### src/hdl/ffha_pkg.sv
package ffha_pkg;

  localparam int unsigned GRANULE_BYTES_DEF = 16;
  localparam int unsigned HEADER_BYTES_DEF  = 16;
  localparam int unsigned MAX_BLOCKS_DEF    = 256;
  localparam int unsigned HEAP_BYTES_DEF    = 65536;

  localparam int SIZE_W   = 16;
  localparam int ADDR_W   = 16;
  localparam int RSIZE_W  = 17;
  localparam int STATUS_W = 2;

  // reciprocal scale for rounding up to the granule
  localparam int RECIP_SHIFT = 30;

  typedef enum logic [1:0] {
    ST_DONE    = 2'd0,
    ST_IGNORED = 2'd1,
    ST_NOMEM   = 2'd2,
    ST_UNKNOWN = 2'd3
  } status_t;

  typedef enum logic {
    OP_ALLOC = 1'b0,
    OP_FREE  = 1'b1
  } op_t;

  typedef enum logic [1:0] {
    RES_ZERO  = 2'd0,
    RES_START = 2'd1,
    RES_TOP   = 2'd2
  } res_sel_t;

  typedef struct packed {
    logic     load;
    logic     round_q;
    logic     round_r;
    logic     scan_clr;
    logic     scan_step;
    logic     reuse_wr;
    logic     release_wr;
    logic     append;
    logic     cut;
    logic     res_set;
    res_sel_t res_sel;
    status_t  res_status;
    logic     emit;
  } dp_cmd_t;

  typedef struct packed {
    op_t  op;
    logic size_zero;
    logic addr_null;
    logic count_zero;
    logic scan_end;
    logic fit;
    logic addr_hit;
    logic blk_free;
    logic nomem;
    logic out_free;
  } dp_sts_t;

endpackage

### src/hdl/ffha_ctrl.sv
module ffha_ctrl (
  input  logic              clk,
  input  logic              rst_n,
  input  logic              in_tvalid,
  output logic              in_tready,
  input  ffha_pkg::dp_sts_t sts,
  output ffha_pkg::dp_cmd_t cmd
);

  typedef enum logic [3:0] {
    S_IDLE,
    S_DISPATCH,
    S_ROUND_R,
    S_ALLOC_SCAN,
    S_APPEND,
    S_FREE_SCAN,
    S_TAIL_SCAN,
    S_EMIT
  } state_t;

  state_t state_r;
  state_t state_nxt;

  assign in_tready = (state_r == S_IDLE);

  always_comb begin
    cmd       = '0;
    state_nxt = state_r;
    unique case (state_r)
      S_IDLE: begin
        if (in_tvalid) begin
          cmd.load  = 1'b1;
          state_nxt = S_DISPATCH;
        end
      end
      S_DISPATCH: begin
        if (sts.op == ffha_pkg::OP_ALLOC) begin
          if (sts.size_zero) begin
            cmd.res_set    = 1'b1;
            cmd.res_status = ffha_pkg::ST_IGNORED;
            state_nxt      = S_EMIT;
          end else begin
            cmd.round_q = 1'b1;
            state_nxt   = S_ROUND_R;
          end
        end else begin
          if (sts.addr_null || sts.count_zero) begin
            cmd.res_set    = 1'b1;
            cmd.res_status = ffha_pkg::ST_IGNORED;
            state_nxt      = S_EMIT;
          end else begin
            cmd.scan_clr = 1'b1;
            state_nxt    = S_FREE_SCAN;
          end
        end
      end
      S_ROUND_R: begin
        cmd.round_r  = 1'b1;
        cmd.scan_clr = 1'b1;
        state_nxt    = S_ALLOC_SCAN;
      end
      S_ALLOC_SCAN: begin
        if (sts.scan_end) begin
          state_nxt = S_APPEND;
        end else if (sts.fit) begin
          cmd.reuse_wr   = 1'b1;
          cmd.res_set    = 1'b1;
          cmd.res_sel    = ffha_pkg::RES_START;
          cmd.res_status = ffha_pkg::ST_DONE;
          state_nxt      = S_EMIT;
        end else begin
          cmd.scan_step = 1'b1;
        end
      end
      S_APPEND: begin
        cmd.res_set = 1'b1;
        if (sts.nomem) begin
          cmd.res_status = ffha_pkg::ST_NOMEM;
        end else begin
          cmd.append     = 1'b1;
          cmd.res_sel    = ffha_pkg::RES_TOP;
          cmd.res_status = ffha_pkg::ST_DONE;
        end
        state_nxt = S_EMIT;
      end
      S_FREE_SCAN: begin
        if (sts.scan_end) begin
          cmd.res_set    = 1'b1;
          cmd.res_status = ffha_pkg::ST_UNKNOWN;
          state_nxt      = S_EMIT;
        end else if (sts.addr_hit) begin
          cmd.release_wr = 1'b1;
          cmd.scan_step  = 1'b1;
          state_nxt      = S_TAIL_SCAN;
        end else begin
          cmd.scan_step = 1'b1;
        end
      end
      S_TAIL_SCAN: begin
        if (sts.scan_end) begin
          cmd.cut        = 1'b1;
          cmd.res_set    = 1'b1;
          cmd.res_status = ffha_pkg::ST_DONE;
          state_nxt      = S_EMIT;
        end else if (!sts.blk_free) begin
          cmd.res_set    = 1'b1;
          cmd.res_status = ffha_pkg::ST_DONE;
          state_nxt      = S_EMIT;
        end else begin
          cmd.scan_step = 1'b1;
        end
      end
      S_EMIT: begin
        if (sts.out_free) begin
          cmd.emit  = 1'b1;
          state_nxt = S_IDLE;
        end
      end
      default: state_nxt = S_IDLE;
    endcase
  end

  always_ff @(posedge clk) begin
    if (!rst_n) begin
      state_r <= S_IDLE;
    end else begin
      state_r <= state_nxt;
    end
  end

endmodule

### config.mk
export PLATFORM = sky130hd
export DESIGN_NAME = ffha_ctrl
export DESIGN_NICKNAME = d
export VERILOG_FILES = /design/src/hdl/ffha_pkg.sv /design/src/hdl/ffha_ctrl.sv
export SDC_FILE = /design/constraint.sdc
export NUM_CORES = 1
export LEC_CHECK = 0
export ABC_AREA = 1
export ABC_CLOCK_PERIOD_IN_PS = 2300
export BUFFER_PORTS_ARGS = -buffer_cell sky130_fd_sc_hd__buf_2
export CORE_AREA = 2 2 39 41
export DETAILED_ROUTE_END_ITERATION = 6
export DIE_AREA = 0 0 41 43
export GPL_TIMING_DRIVEN = 0
export HOLD_SLACK_MARGIN = 0.15
export PLACE_DENSITY_LB_ADDON = 0.25
export SLEW_MARGIN = 10
export SYNTH_ARGS = -nofsm -noshare
export SYNTH_HDL_FRONTEND = slang
export SYNTH_SLANG_ARGS = --single-unit
### constraint.sdc
create_clock -name clk -period 2.3 [get_ports clk]
set_input_delay 0.345 -clock clk [delete_from_list [all_inputs] [get_ports clk]]
set_output_delay 0.345 -clock clk [all_outputs]
set_load 0.05 [all_outputs]
After elaboration in Yosys (flattened, before gate mapping)
Index checks and enable logic that the tools add are counted.
{"block": "op_classes", "reduce_logical": 3, "n_mux": 54, "n_eq_ne": 12}
{"operator": "$mux W4", "n": 9}
{"operator": "$pmux W4 S8", "n": 1}
{"operator": "$mux W1", "n": 30}
{"operator": "$eq A4 B3 Y1 const B", "n": 4}
{"operator": "$mux W2", "n": 6}
{"operator": "$mux W5", "n": 2}
{"operator": "$ne A3 B3 Y1 const B", "n": 3}
{"operator": "$eq A4 B2 Y1 const B", "n": 2}
{"operator": "$pmux W2 S4", "n": 1}
{"operator": "$pmux W1 S5", "n": 1}
{"operator": "$reduce_and A5 Y1", "n": 1}
{"operator": "$eq A4 B1 Y1 const B", "n": 1}
{"operator": "$logic_not A4 Y1", "n": 1}
{"operator": "$ne A2 B2 Y1 const B", "n": 2}
{"operator": "$pmux W2 S2", "n": 1}
{"operator": "$mux W3", "n": 1}
{"operator": "$pmux W1 S3", "n": 1}
{"operator": "$pmux W1 S2", "n": 1}
{"operator": "$logic_or A1 B1 Y1", "n": 1}
{"block": "totals", "inputBits": 13, "ff_bits": 4, "out_inout_bits": 16}

Longest topological paths before layout
{"block": "logic_depth", "depth_word": 4, "mapped_depth": 9, "depth_no_buf": 8}

Worst setup path after synthesis
OpenSTA, ideal clock, no wires.
{"block": "synth_timing", "kind": "register -> output", "start": "register state_r[2]", "end": "output port cmd[5] in the netlist's numbering", "t_arrival_ns": 2.192, "path_slack_ns": -0.237, "required_ns": 1.955, "stages_incl_launch_ff": 6, "path_cell_list": "dfxtp_1 -> inv_4 -> nand3_4 -> nor3_1 -> nor2_1 -> o2111ai_1"}
{"item": "from (decl)", "line": "ffha_ctrl.sv:21", "source": "state_t state_r;"}
{"item": "from (signal assigned)", "line": "ffha_ctrl.sv:127", "source": "state_r <= state_nxt;"}
{"item": "to (decl)", "line": "ffha_ctrl.sv:7", "source": "output ffha_pkg::dp_cmd_t cmd"}

==> impl_metrics.toml <==
[status]
outcome = "finished, final reports clean"

[setup_path]
end_kind = "primary output"
path_class = "reg2out"
crit_arrival_ps = 1580
worst-path-max-fanout = 7
required_ps = 1960
start_kind = "register"

[global_routing]
grtUsageTotal = 0.130
grt_max_degree = 11
grt_pass1_vias = 443
antenna_found_initial = 0
grt-ovfl-total = 0
grt_pass1_wl_mm = 1.64

[cells_and_area]
n_antenna_cell = 0
fin_cells = 140
fin_util = 0.495
final_cell_mix = "28 x buf_2, 21 x nor2_1, 19 x nand2_1"
final_common_cell = "buf_2"
top_register = "state_r"
layout-drive-gt1-share = 0.395
nFillCells = 160
num-nets-final = 138
top_regs = "state_r (3)"
synthToLayoutAreaGrowth_pct = 40.2
largest_reg_flops = 3

[sta]
max_freq_mhz = 519
period_share = 0.837
slew_headroom = 0.792
fin_setup_tns_ps = 0
rsz0062_at_grt = "no"
worst_pin_slew_ps = 312
min_period_ps = 1930
drv_slew = 0
setup_violations = 0
skew_ps = 3.16
hold_viol = 0

[logic_synthesis]
ys_seq_area_frac = 0.123
syn_area_um2 = 489
synth_nets = 105
ys_ff_latch = 3
yosysTopAreaCell = "nor2_1"
yosys_warnings = 0
synth_cell_type_count = 22
synthCells = 92
ys_top_cells_by_area = "nor2_1 16%, nand2_1 15%, dfxtp_1 12%"
syn_avg_cell_area_um2 = 5.32
yosysTopAreaCellShare = 0.161

[place]
dp_cells = 136
hpwl_um = 970
globalplace.congestion = 0.836
io_buffer_count = 28

[clock_network]
clock_latency_ps = 230
cts_buffers = 3
clockBufferDepth = 2
hold_buffers = 0
clock-sinks = 3
cts_tree = "built"
h-tree-depth = 1
post_cts_resized = 0
cts_setup_buffers = 0
cts_root_buf = "clkbuf_4"
path_clk_slew_ps = 40

[detailed_routing]
post-route-drc-count = 0
drt_iter0_markers = 8
wl_per_cell_um = 8.24
vias_per_cell = 4.52
ant_nets = 0
wl_mm = 1.15
via_count = 633
dr.pass1.iters = 4

[floorplanning]
die_h_um = 43
io_pins = 29
die_area_mm2 = 0.00176
num_rows = 14
start_util = 0.354
die_w_um = 41
design.core.area_mm2 = 0.00138

[flow_run]
cap_violations = 0

[pwr]
finalPower_uw = 975
p_leak_uw = 0.000401
peakVddDrop_uv = 633
power.density_mw_per_mm2 = 1420

[worst_hold_path]
worst_hold_path_type = "in2reg"
per-stage QoR:
step	worst slack (ps)	area, µm²	hold WS [ps]
after floorplan	223	499	477
after global placement	616	659	601
after detailed placement	619	659	600
after CTS	363	686	356
after global routing	269	686	371
final	374	686	360
cell usage after synthesis:
library cell,n
nand3_4,1
inv_2,4
nand4_1,1
dfxtp_1,3
nand2_1,19
nor3_2,1
buf_4,2
o2111ai_1,1
nand3_2,1
nor2_2,3
o21bai_1,1
o21ai_0,4
a21oi_1,3
buf_6,1
nor3_1,4
clkinv_1,1
nor2_1,21
nand2_2,1
nor2_4,1
inv_1,11
inv_4,1
nand3_1,7
metal layers:
layer	wire length (µm)	share of wire	GRT usage
met2	530	0.46	0.213
met1	555	0.48	0.169
met4	0	0	0.0400
met3	68	0.059	0.0157
met5	0	0	0
cells by family (layout without fill, tap and decap cells):
| group | after synthesis | count (layout) | share of synthesized area |
|---|---|---|---|
| buffers and inverters | 20 | 52 | 0.189 |
| AND/OR/NAND/NOR | 60 | 60 | 0.583 |
| AO/OA/AOI/OAI | 9 | 9 | 0.105 |
| flip-flops | 3 | 3 | 0.123 |
final cells by class:
type                       count  area [µm²]  area share
tap                           16        20.0      0.0292
multi-input combinational     69         347       0.505
timing repair buffer          28         140       0.204
sequential                     3        60.1      0.0876
clock buffer                   4        26.3      0.0383
buffer                         3        26.3      0.0383
inverter                      17        66.3      0.0967
worst max-delay path, stage by stage (launching register included):
cell	delay, ps
dfxtp_1	490
inv_4	110
nor2_2	140
inv_1	70
nor2_1	130
nor2_1	60
o2111ai_1	70
buf_2	290
report_power, final:
part,switching [µW],internal [µW]
clock network,23.8,64.8
logic,571,210
registers,28.6,77.3
path summary, 6_finish.rpt:
kind                                 from                      end  slack [ps]  depth (start not counted)
hold / removal                      rst_n  state_r[0]$_SDFFE_PN0P_         360                          3
setup / recovery  state_r[2]$_SDFFE_PN0P_                   cmd[5]         370                          7
hold reg to reg   state_r[1]$_SDFFE_PN0P_  state_r[1]$_SDFFE_PN0P_         630                          3
setup reg to reg  state_r[0]$_SDFFE_PN0P_  state_r[1]$_SDFFE_PN0P_        1030                          8
Power figures use the tool's default switching activity.
